**config.mk**
```make
export PLATFORM = sky130hd
export DESIGN_NAME = emitter_frequency_table
export DESIGN_NICKNAME = d
export VERILOG_FILES = /design/src/design/eft_pkg.sv /design/src/design/eft_div.sv /design/src/design/eft_dp.sv /design/src/design/eft_ctrl.sv /design/src/design/emitter_frequency_table.sv
export SDC_FILE = /design/constraint.sdc
export NUM_CORES = 2
export LEC_CHECK = 0
export BUFFER_PORTS_ARGS = -buffer_cell sky130_fd_sc_hd__clkbuf_2
export CAP_MARGIN = 20
export CELL_PAD_IN_SITES_DETAIL_PLACEMENT = 0
export CELL_PAD_IN_SITES_GLOBAL_PLACEMENT = 1
export CORE_MARGIN = 4
export CORE_UTILIZATION = 50
export CTS_CLUSTER_SIZE = 12
export DETAILED_ROUTE_END_ITERATION = 8
export PLACE_DENSITY = 0.82
export SETUP_SLACK_MARGIN = 0.4
export SYNTH_ARGS = -nofsm -noshare
export SYNTH_HDL_FRONTEND = slang
export SYNTH_SLANG_ARGS = --single-unit
```
**constraint.sdc**
```tcl
create_clock -name clk -period 28.6 [get_ports clk]
set_clock_uncertainty 0.05 [all_clocks]
set_input_delay 5.72 -clock clk [delete_from_list [all_inputs] [get_ports clk]]
set_output_delay 5.72 -clock clk [all_outputs]
set_load 0.02 [all_outputs]
```
**src/design/eft_pkg.sv**
```systemverilog
// ----------------------------------------------------------------------------
// eft_pkg
// shared constants, codes and control types of the emitter frequency table
// ----------------------------------------------------------------------------
package eft_pkg;

	localparam int ENTRIES   = 16;
	localparam int FRAC_BITS = 16;

	localparam int IDX_W  = $clog2(ENTRIES);
	localparam int ID_W   = 16;
	localparam int TIME_W = 40;
	localparam int FREQ_W = 32;
	localparam int AMP_W  = 16;

	// 1e6 fits in 20 bits
	localparam int NUM_W = 20 + FRAC_BITS;
	localparam logic [NUM_W-1:0] NUMERATOR = NUM_W'(64'd1000000 << FRAC_BITS);
	localparam int CNT_W = $clog2(NUM_W);

	localparam logic [IDX_W-1:0] LAST_IDX = IDX_W'(ENTRIES - 1);

	typedef enum logic [1:0] {
		CMD_ADD    = 2'd0,
		CMD_REMOVE = 2'd1,
		CMD_CLEAR  = 2'd2,
		CMD_READ   = 2'd3
	} cmd_code_t;

	typedef enum logic [2:0] {
		ST_IDLE,
		ST_SCAN,
		ST_ACT,
		ST_DIV
	} state_t;

	typedef struct packed {
		logic latch;
		logic scan;
		logic act;
		logic div_start;
		logic div_commit;
	} dp_cmd_t;

	typedef struct packed {
		logic add;
		logic slot_hit;
		logic hit;
		logic last;
		logic zero;
		logic div_done;
	} dp_stat_t;

endpackage

```
**src/design/eft_div.sv**
```systemverilog
// ----------------------------------------------------------------------------
// eft_div
// restoring divider, one quotient bit per cycle, fixed numerator
// ----------------------------------------------------------------------------
module eft_div (
	input  logic                       clk,
	input  logic                       arst_n,
	input  logic                       start,
	input  logic [eft_pkg::TIME_W-1:0] den,
	output logic [eft_pkg::NUM_W-1:0]  quo,
	output logic                       done
);
	import eft_pkg::*;

	logic [TIME_W-1:0] rem_q;
	logic [TIME_W-1:0] den_q;
	logic [NUM_W-1:0]  num_q;
	logic [CNT_W-1:0]  cnt_q;
	logic              run_q;
	logic              done_q;

	logic [TIME_W:0]   shifted;
	logic              take;
	logic [TIME_W-1:0] rem_next;

	always_comb begin
		shifted  = {rem_q, num_q[NUM_W-1]};
		take     = shifted >= {1'b0, den_q};
		rem_next = take ? TIME_W'(shifted - {1'b0, den_q}) : shifted[TIME_W-1:0];
	end

	always_ff @(posedge clk or negedge arst_n) begin
		if (!arst_n) begin
			run_q  <= 1'b0;
			done_q <= 1'b0;
			cnt_q  <= '0;
		end else begin
			done_q <= 1'b0;
			if (start) begin
				run_q <= 1'b1;
				cnt_q <= '0;
			end else if (run_q) begin
				cnt_q <= cnt_q + 1'b1;
				if (cnt_q == CNT_W'(NUM_W - 1)) begin
					run_q  <= 1'b0;
					done_q <= 1'b1;
				end
			end
		end
	end

	always_ff @(posedge clk) begin
		if (start) begin
			rem_q <= '0;
			den_q <= den;
			num_q <= NUMERATOR;
		end else if (run_q) begin
			rem_q <= rem_next;
			num_q <= {num_q[NUM_W-2:0], take};
		end
	end

	assign quo  = num_q;
	assign done = done_q;

endmodule

```
**src/design/eft_dp.sv**
```systemverilog
// ----------------------------------------------------------------------------
// eft_dp
// slot storage, id scan, period and frequency datapath, result register
// ----------------------------------------------------------------------------
module eft_dp (
	input  logic                             clk,
	input  logic                             arst_n,
	input  eft_pkg::dp_cmd_t                 ctl,
	output eft_pkg::dp_stat_t                stat,
	input  logic [1:0]                       cmd,
	input  logic [eft_pkg::ID_W-1:0]         emitter_id,
	input  logic [eft_pkg::TIME_W-1:0]       contact_time,
	input  logic signed [eft_pkg::AMP_W-1:0] amplitude,
	output logic                             done,
	output logic                             found,
	output logic                             freq_known,
	output logic [eft_pkg::FREQ_W-1:0]       frequency,
	output logic signed [eft_pkg::AMP_W-1:0] amplitude_out,
	output logic [eft_pkg::TIME_W-1:0]       last_contact,
	output logic                             dropped_full,
	output logic                             zero_period
);
	import eft_pkg::*;

	cmd_code_t                op_q;
	logic [ID_W-1:0]          id_q;
	logic [TIME_W-1:0]        time_q;
	logic signed [AMP_W-1:0]  amp_q;

	logic [IDX_W-1:0]         ptr_q;
	logic [IDX_W-1:0]         free_q;
	logic                     hit_q;
	logic                     free_found_q;

	logic [ENTRIES-1:0]       slot_valid_q;
	logic [ID_W-1:0]          slot_id_q    [ENTRIES];
	logic [TIME_W-1:0]        slot_time_q  [ENTRIES];
	logic [FREQ_W-1:0]        slot_freq_q  [ENTRIES];
	logic                     slot_known_q [ENTRIES];
	logic signed [AMP_W-1:0]  slot_amp_q   [ENTRIES];

	logic                     res_valid_q;
	logic                     res_found_q;
	logic                     res_known_q;
	logic [FREQ_W-1:0]        res_freq_q;
	logic signed [AMP_W-1:0]  res_amp_q;
	logic [TIME_W-1:0]        res_time_q;
	logic                     res_drop_q;
	logic                     res_zero_q;

	logic                     slot_hit;
	logic [TIME_W-1:0]        period;
	logic [NUM_W-1:0]         quo;
	logic                     div_done;
	logic [FREQ_W-1:0]        quo_sat;

	assign slot_hit = slot_valid_q[ptr_q] && (slot_id_q[ptr_q] == id_q);
	assign period   = time_q - slot_time_q[ptr_q];
	assign quo_sat  = ((quo >> FREQ_W) != '0) ? '1 : FREQ_W'(quo);

	eft_div u_div (
		.clk    (clk),
		.arst_n (arst_n),
		.start  (ctl.div_start),
		.den    (period),
		.quo    (quo),
		.done   (div_done)
	);

	always_comb begin
		stat.add      = (op_q == CMD_ADD);
		stat.slot_hit = slot_hit;
		stat.hit      = hit_q;
		stat.last     = (ptr_q == LAST_IDX);
		stat.zero     = (period == '0);
		stat.div_done = div_done;
	end

	always_ff @(posedge clk or negedge arst_n) begin
		if (!arst_n) begin
			ptr_q        <= '0;
			free_q       <= '0;
			hit_q        <= 1'b0;
			free_found_q <= 1'b0;
			slot_valid_q <= '0;
			res_valid_q  <= 1'b0;
		end else begin
			if (ctl.latch) begin
				ptr_q        <= '0;
				hit_q        <= 1'b0;
				free_found_q <= 1'b0;
			end else if (ctl.scan) begin
				if (slot_hit) begin
					hit_q <= 1'b1;
				end else begin
					if (!slot_valid_q[ptr_q] && !free_found_q) begin
						free_found_q <= 1'b1;
						free_q       <= ptr_q;
					end
					if (ptr_q != LAST_IDX) begin
						ptr_q <= ptr_q + 1'b1;
					end
				end
			end
			if (ctl.act) begin
				priority if (op_q == CMD_ADD && !hit_q && free_found_q) begin
					slot_valid_q[free_q] <= 1'b1;
				end else if (op_q == CMD_REMOVE && hit_q) begin
					slot_valid_q[ptr_q] <= 1'b0;
				end else if (op_q == CMD_CLEAR) begin
					slot_valid_q <= '0;
				end else begin
				end
			end
			res_valid_q <= ctl.act || ctl.div_commit;
		end
	end

	always_ff @(posedge clk) begin
		if (ctl.latch) begin
			op_q   <= cmd_code_t'(cmd);
			id_q   <= emitter_id;
			time_q <= contact_time;
			amp_q  <= amplitude;
		end

		// zero period on a known id
		if (ctl.act && op_q == CMD_ADD && hit_q) begin
			slot_time_q[ptr_q]  <= time_q;
			slot_amp_q[ptr_q]   <= amp_q;
			slot_freq_q[ptr_q]  <= '1;
			slot_known_q[ptr_q] <= 1'b1;
		end else if (ctl.act && op_q == CMD_ADD && free_found_q) begin
			slot_id_q[free_q]    <= id_q;
			slot_time_q[free_q]  <= time_q;
			slot_amp_q[free_q]   <= amp_q;
			slot_freq_q[free_q]  <= '0;
			slot_known_q[free_q] <= 1'b0;
		end else if (ctl.div_commit) begin
			slot_time_q[ptr_q]  <= time_q;
			slot_amp_q[ptr_q]   <= amp_q;
			slot_freq_q[ptr_q]  <= quo_sat;
			slot_known_q[ptr_q] <= 1'b1;
		end

		if (ctl.act) begin
			res_drop_q <= 1'b0;
			res_zero_q <= 1'b0;
			priority if (op_q == CMD_ADD && hit_q) begin
				res_found_q <= 1'b1;
				res_known_q <= 1'b1;
				res_freq_q  <= '1;
				res_amp_q   <= amp_q;
				res_time_q  <= time_q;
				res_zero_q  <= 1'b1;
			end else if (op_q == CMD_ADD && free_found_q) begin
				res_found_q <= 1'b0;
				res_known_q <= 1'b0;
				res_freq_q  <= '0;
				res_amp_q   <= amp_q;
				res_time_q  <= time_q;
			end else if (op_q == CMD_ADD) begin
				res_found_q <= 1'b0;
				res_known_q <= 1'b0;
				res_freq_q  <= '0;
				res_amp_q   <= '0;
				res_time_q  <= '0;
				res_drop_q  <= 1'b1;
			end else if (hit_q) begin
				res_found_q <= 1'b1;
				res_known_q <= slot_known_q[ptr_q];
				res_freq_q  <= slot_known_q[ptr_q] ? slot_freq_q[ptr_q] : '0;
				res_amp_q   <= slot_amp_q[ptr_q];
				res_time_q  <= slot_time_q[ptr_q];
			end else begin
				res_found_q <= 1'b0;
				res_known_q <= 1'b0;
				res_freq_q  <= '0;
				res_amp_q   <= '0;
				res_time_q  <= '0;
			end
		end else if (ctl.div_commit) begin
			res_found_q <= 1'b1;
			res_known_q <= 1'b1;
			res_freq_q  <= quo_sat;
			res_amp_q   <= amp_q;
			res_time_q  <= time_q;
			res_drop_q  <= 1'b0;
			res_zero_q  <= 1'b0;
		end
	end

	assign done          = res_valid_q;
	assign found         = res_found_q;
	assign freq_known    = res_known_q;
	assign frequency     = res_freq_q;
	assign amplitude_out = res_amp_q;
	assign last_contact  = res_time_q;
	assign dropped_full  = res_drop_q;
	assign zero_period   = res_zero_q;

endmodule

```
**src/design/eft_ctrl.sv**
```systemverilog
// ----------------------------------------------------------------------------
// eft_ctrl
// command sequencer: latch, slot scan, action, frequency division
// ----------------------------------------------------------------------------
module eft_ctrl (
	input  logic              clk,
	input  logic              arst_n,
	input  logic              start,
	output logic              busy,
	output eft_pkg::dp_cmd_t  ctl,
	input  eft_pkg::dp_stat_t stat
);
	import eft_pkg::*;

	state_t state_q;
	state_t state_d;

	always_ff @(posedge clk or negedge arst_n) begin
		if (!arst_n) begin
			state_q <= ST_IDLE;
		end else begin
			state_q <= state_d;
		end
	end

	always_comb begin
		state_d = state_q;
		ctl     = '0;
		unique case (state_q)
			ST_IDLE: begin
				if (start) begin
					ctl.latch = 1'b1;
					state_d   = ST_SCAN;
				end
			end
			ST_SCAN: begin
				ctl.scan = 1'b1;
				if (stat.slot_hit || stat.last) begin
					state_d = ST_ACT;
				end
			end
			ST_ACT: begin
				if (stat.add && stat.hit && !stat.zero) begin
					ctl.div_start = 1'b1;
					state_d       = ST_DIV;
				end else begin
					ctl.act = 1'b1;
					state_d = ST_IDLE;
				end
			end
			ST_DIV: begin
				if (stat.div_done) begin
					ctl.div_commit = 1'b1;
					state_d        = ST_IDLE;
				end
			end
			default: begin
				state_d = ST_IDLE;
			end
		endcase
	end

	assign busy = (state_q != ST_IDLE);

endmodule

```
**src/design/emitter_frequency_table.sv**
```systemverilog
// ----------------------------------------------------------------------------
// emitter_frequency_table
// emitter table with per-id contact time, amplitude and measured frequency
//
//   channel   handshake        beat fields
//   input     start & !busy    cmd, emitter_id, contact_time, amplitude
//   result    done (strobe)    found, freq_known, frequency, amplitude_out,
//                              last_contact, dropped_full, zero_period
//
// one item at a time: a latch step, a scan of the slots (one slot per
// cycle), an action step, then the result strobe in the following cycle
// an add to a known id with nonzero period runs the bit-serial divider in
// place of the action step (36 quotient bits at the default scaling)
// asynchronous reset empties the table at once; no clearing pass
// results are shown for one cycle only and cannot be held off
// ----------------------------------------------------------------------------
module emitter_frequency_table (
	input  logic                             clk,
	input  logic                             arst_n,
	input  logic                             start,
	output logic                             busy,
	input  logic [1:0]                       cmd,
	input  logic [eft_pkg::ID_W-1:0]         emitter_id,
	input  logic [eft_pkg::TIME_W-1:0]       contact_time,
	input  logic signed [eft_pkg::AMP_W-1:0] amplitude,
	output logic                             done,
	output logic                             found,
	output logic                             freq_known,
	output logic [eft_pkg::FREQ_W-1:0]       frequency,
	output logic signed [eft_pkg::AMP_W-1:0] amplitude_out,
	output logic [eft_pkg::TIME_W-1:0]       last_contact,
	output logic                             dropped_full,
	output logic                             zero_period
);
	import eft_pkg::*;

	dp_cmd_t  ctl;
	dp_stat_t stat;

	eft_ctrl u_ctrl (
		.clk    (clk),
		.arst_n (arst_n),
		.start  (start),
		.busy   (busy),
		.ctl    (ctl),
		.stat   (stat)
	);

	eft_dp u_dp (
		.clk           (clk),
		.arst_n        (arst_n),
		.ctl           (ctl),
		.stat          (stat),
		.cmd           (cmd),
		.emitter_id    (emitter_id),
		.contact_time  (contact_time),
		.amplitude     (amplitude),
		.done          (done),
		.found         (found),
		.freq_known    (freq_known),
		.frequency     (frequency),
		.amplitude_out (amplitude_out),
		.last_contact  (last_contact),
		.dropped_full  (dropped_full),
		.zero_period   (zero_period)
	);

	a_accept_busy: assert property (@(posedge clk) disable iff (!arst_n)
		start && !busy |=> busy)
		else $error("accepted beat did not raise busy");

	a_single_strobe: assert property (@(posedge clk) disable iff (!arst_n)
		done |=> !done)
		else $error("result strobe longer than one cycle");

	a_drop_clean: assert property (@(posedge clk) disable iff (!arst_n)
		done && dropped_full |-> !found && !freq_known && !zero_period)
		else $error("dropped insert reports entry data");

	a_zero_sat: assert property (@(posedge clk) disable iff (!arst_n)
		done && zero_period |-> found && freq_known && (frequency == '1))
		else $error("zero period without saturated frequency");

	a_div_busy: assert property (@(posedge clk) disable iff (!arst_n)
		ctl.div_start |-> busy && !done)
		else $error("divider started outside a busy item");

endmodule
```
==> reports/metrics.cfg <==
[global_routing]
antenna_found_initial = 4
grt_pass1_vias = 42800
grt_overflow_total = 0
grt_start_max_net_pins = 99
track_usage = 0.233
grt_pass1_wl_um = 291000

[cts]
cts_tree = built
root_buffer = clkbuf_16
clk_latency_ps = 850
post_cts_resized = 0
htreeDepth = 4
ctsHoldBuffers = 0
post-cts-setup-buffers = 0
clk_pin_slew_worst_paths_ps = 60
clock-sinks = 1999
cts_buffers = 200
cts.path.max_buffers = 3

[synthesis]
synth_top_area_share = 0.696
synth_top_area_cell = edfxtp_1
synthesis.area_mm2 = 0.0813
synth_edf_count = 1886
netlist_top_cells_count = 1886 x edfxtp_1, 530 x mux4_2, 251 x nor2_1
postSynthAreaPerCell_um2 = 19.3
synth_area_leaders = edfxtp_1 70%, mux4_2 15%, dfxtp_1 1.9%
synth.distinct_cells = 95
ys_seq_area_frac = 0.726
synth.most_common_cell = edfxtp_1
syn_inst = 4204
yosys_warnings = 0
synthArstFlopShare = 0.0185
ys_ff_latch = 1999
ys.flop_type = edfxtp_1
syn_nets = 4367

[drt]
vias_per_cell = 6.24
avgRoutedWirePerCell_um = 29.0
drt_first_pass_iters = 6
wirelength_um = 196000
drt_iter0_drc = 5052
drc = 0
detail-route-antenna-nets = 0
num_vias = 42200

[sta]
rsz0062_at_grt = no
min_period_over_period = 0.397
drv_slew = 0
max_freq_mhz = 88.1
fin_tns_setup_ps = 0
worstMarginPinSlew_ps = 1140
period_needed_ps = 11350
slew_headroom = 0.241
finalSetupViolCount = 0
hold_viol = 0

[setup_path]
worst_path_max_delay_cell = a211oi_4
critPathCaptureType = flip-flop
crit_fanout = 98
startpoint_type = flip-flop
critPathArrivalTime_ps = 11750
critical_path.most_common_cell = buf_4
crit_required_ps = 28990
crit_chain = buf_4 -> buf_12 -> buf_4 -> mux4_2 -> mux4_2 -> inv_1 -> ha_1 -> nand2_1 -> o31ai_2 -> o31ai_4 -> a211oi_1 -> or3_1 -> a2111oi_0 -> o21ai_0 -> nor4_1 -> nand4_1 -> or4_4 -> a211oi_4 -> buf_4 -> buf_4
crit_type = reg2reg
max_stage_delay_ps = 960

[power]
internal_power_mw = 6.20
switchingPower_mw = 3.10
vdd_drop_max_mv = 0.0858
combinationalPowerShare = 0.341
clkPwrFrac = 0.262
pwr-share-seq = 0.397
leakagePower_nw = 29.8
p_per_area_mw_per_mm2 = 102
power.share.switching = 0.333

[final_layout]
area_growth_pct = 12.2
antennaDiodeCount = 0
drive_above_1_share = 0.244
ff_latch_area_mm2 = 0.0591
instances_no_fill = 6753
nFillCells = 11900
layout.nets = 4616
multi_input_area_mm2 = 0.0212

[placed_design]
place_congestion = 0.871
dp_hpwl_um = 112000
placed_cells = 6404
portBuffers = 170

[floorplan]
die_h_um = 411
rows = 147
initial_utilization = 0.505
die_area_mm2 = 0.169
dieWidth_um = 411
io_pins = 171
coreArea_mm2 = 0.161

[flow_run]
cap_violations = 0

[run_status]
outcome = complete, no violations

[worst_hold_path]
hp-class = reg2reg

==> critical path: cells and delay by family (launching register included) <==
kind	cells	cell delay (ps)
buffers and inverters	6	3530
AO/OA/AOI/OAI	6	2670
AND/OR/NAND/NOR	5	1940
multiplexers	2	1130
flip-flops	1	890
adder cells (fa/ha/maj)	1	380
==> power groups by stage <==
| stage | combinational (mW) | sequential (mW) | clock [mW] |
|---|---|---|---|
| 6_report | 3.17 | 3.69 | 2.43 |
| 5_1_grt | 3.41 | 3.72 | 2.61 |
| 4_1_cts | 3.17 | 3.69 | 2.48 |
| 3_5_place_dp | 3.14 | 3.75 | 0 |
| 3_3_place_gp | 3.13 | 3.74 | 0 |
| 2_1_floorplan | 2.30 | 3.69 | 0 |
==> cell usage in the layout, fill, tap and decap left out, types with 13 or more instances in the layout <==
cell type and instances:
and2_1 14, dfrtp_1 32, clkbuf_16 200, a31oi_1 19
xor2_1 31, nor2_1 249, nand2_1 115, a21o_1 35
a211oi_1 43, nor4_1 19, edfxtp_1 1886, or3_1 16
a22o_1 56, buf_4 93, mux4_2 530, ha_1 84
o21ai_0 51, a211oi_4 16, o22a_1 13, nand4_1 31
clkbuf_2 170, inv_1 121, clkbuf_1 83, nand3_1 21
mux2i_1 68, dfxtp_1 76, clkinv_1 18, nor2b_1 18
xnor2_1 53, a21oi_1 100, a2bb2oi_1 32, nor3_1 33
o21a_1 13
==> final timing paths <==
check | cells past startpoint | endpoint | start | slack [ps]
worst max-delay path | 20 | u_dp.slot_freq_q[1][16]$_DFFE_PP_ | u_dp.ptr_q[0]$_DFFE_PN0P_ | 17250
worst min-delay path | 1 | u_dp.slot_valid_q[15]$_DFFE_PN0P_ | u_dp.slot_valid_q[15]$_DFFE_PN0P_ | 450
worst max register to register | 20 | u_dp.slot_freq_q[1][16]$_DFFE_PP_ | u_dp.ptr_q[0]$_DFFE_PN0P_ | 17250
worst min register to register | 1 | u_dp.slot_valid_q[15]$_DFFE_PN0P_ | u_dp.slot_valid_q[15]$_DFFE_PN0P_ | 450
max in group asynchronous | 2 | u_dp.ptr_q[1]$_DFFE_PN0P_ | arst_n | 23100
min in group asynchronous | 2 | u_dp.done$_DFF_PN0_ | arst_n | 4900
==> final cells by class <==
type | instances | area share
flip-flops and latches | 1999 | 0.648
clock buffers | 287 | 0.0589
well taps | 2160 | 0.0296
multi-input cells | 1856 | 0.232
inverters | 122 | 0.00502
clock inverters | 55 | 0.00685
repair buffers | 274 | 0.0198
==> sequential cells by signal (all words and copies together), names as in the netlist, 4 cells and up <==
signal / count
u_dp.ptr_q: 4
u_dp.id_q: 16
u_dp.amplitude_out: 16
u_dp.time_q: 40
u_dp.slot_freq_q: 512
u_dp.u_div.quo: 36
u_dp.amp_q: 16
u_dp.slot_known_q: 16
u_dp.slot_valid_q: 16
u_dp.slot_id_q: 256
u_dp.u_div.rem_q: 40
u_dp.slot_time_q: 640
u_dp.u_div.den_q: 40
u_dp.free_q: 4
u_dp.slot_amp_q: 256
u_dp.frequency: 32
u_dp.last_contact: 40
u_dp.u_div.cnt_q: 6
==> routing by layer <==
| metal | wire length (um) | part of all wire | global-route usage | vias to the layer above |
|---|---|---|---|---|
| met4 | 4220 | 0.022 | 0.0557 | 0 |
| met3 | 16200 | 0.083 | 0.0395 | 269 |
| met1 | 79800 | 0.41 | 0.339 | 22100 |
| met2 | 95800 | 0.49 | 0.373 | 2069 |
| li1 | - | - | - | 17700 |
| met5 | 0 | 0 | 0 | - |
==> stage by stage <==
step | util | worst slack, ps | area [um2] | hold slack (ps) | total power [mW]
3_5_place_dp | 0.528 | 17150 | 85100 | 434 | 6.89
3_3_place_gp | 0.528 | 17120 | 85000 | 430 | 6.87
4_1_cts | 0.565 | 17100 | 91100 | 447 | 9.34
6_report | 0.566 | 17250 | 91200 | 445 | 9.30
2_1_floorplan | - | 14790 | 81300 | 404 | 6.00
5_1_grt | 0.566 | 16450 | 91200 | 463 | 9.74
==> cell families (layout without fill, tap and decap cells) <==
logic type | Yosys count | in the layout | synth area share
XOR/XNOR | 85 | 85 | 0.00925
multiplexers | 602 | 602 | 0.156
AND/OR/NAND/NOR | 582 | 582 | 0.0334
buffers and inverters | 349 | 738 | 0.0172
AO/OA/AOI/OAI | 501 | 501 | 0.0446
flip-flops | 1999 | 1999 | 0.726
adder cells (fa/ha/maj) | 86 | 86 | 0.0134
No activity file was read; power rests on OpenSTA's default activity.
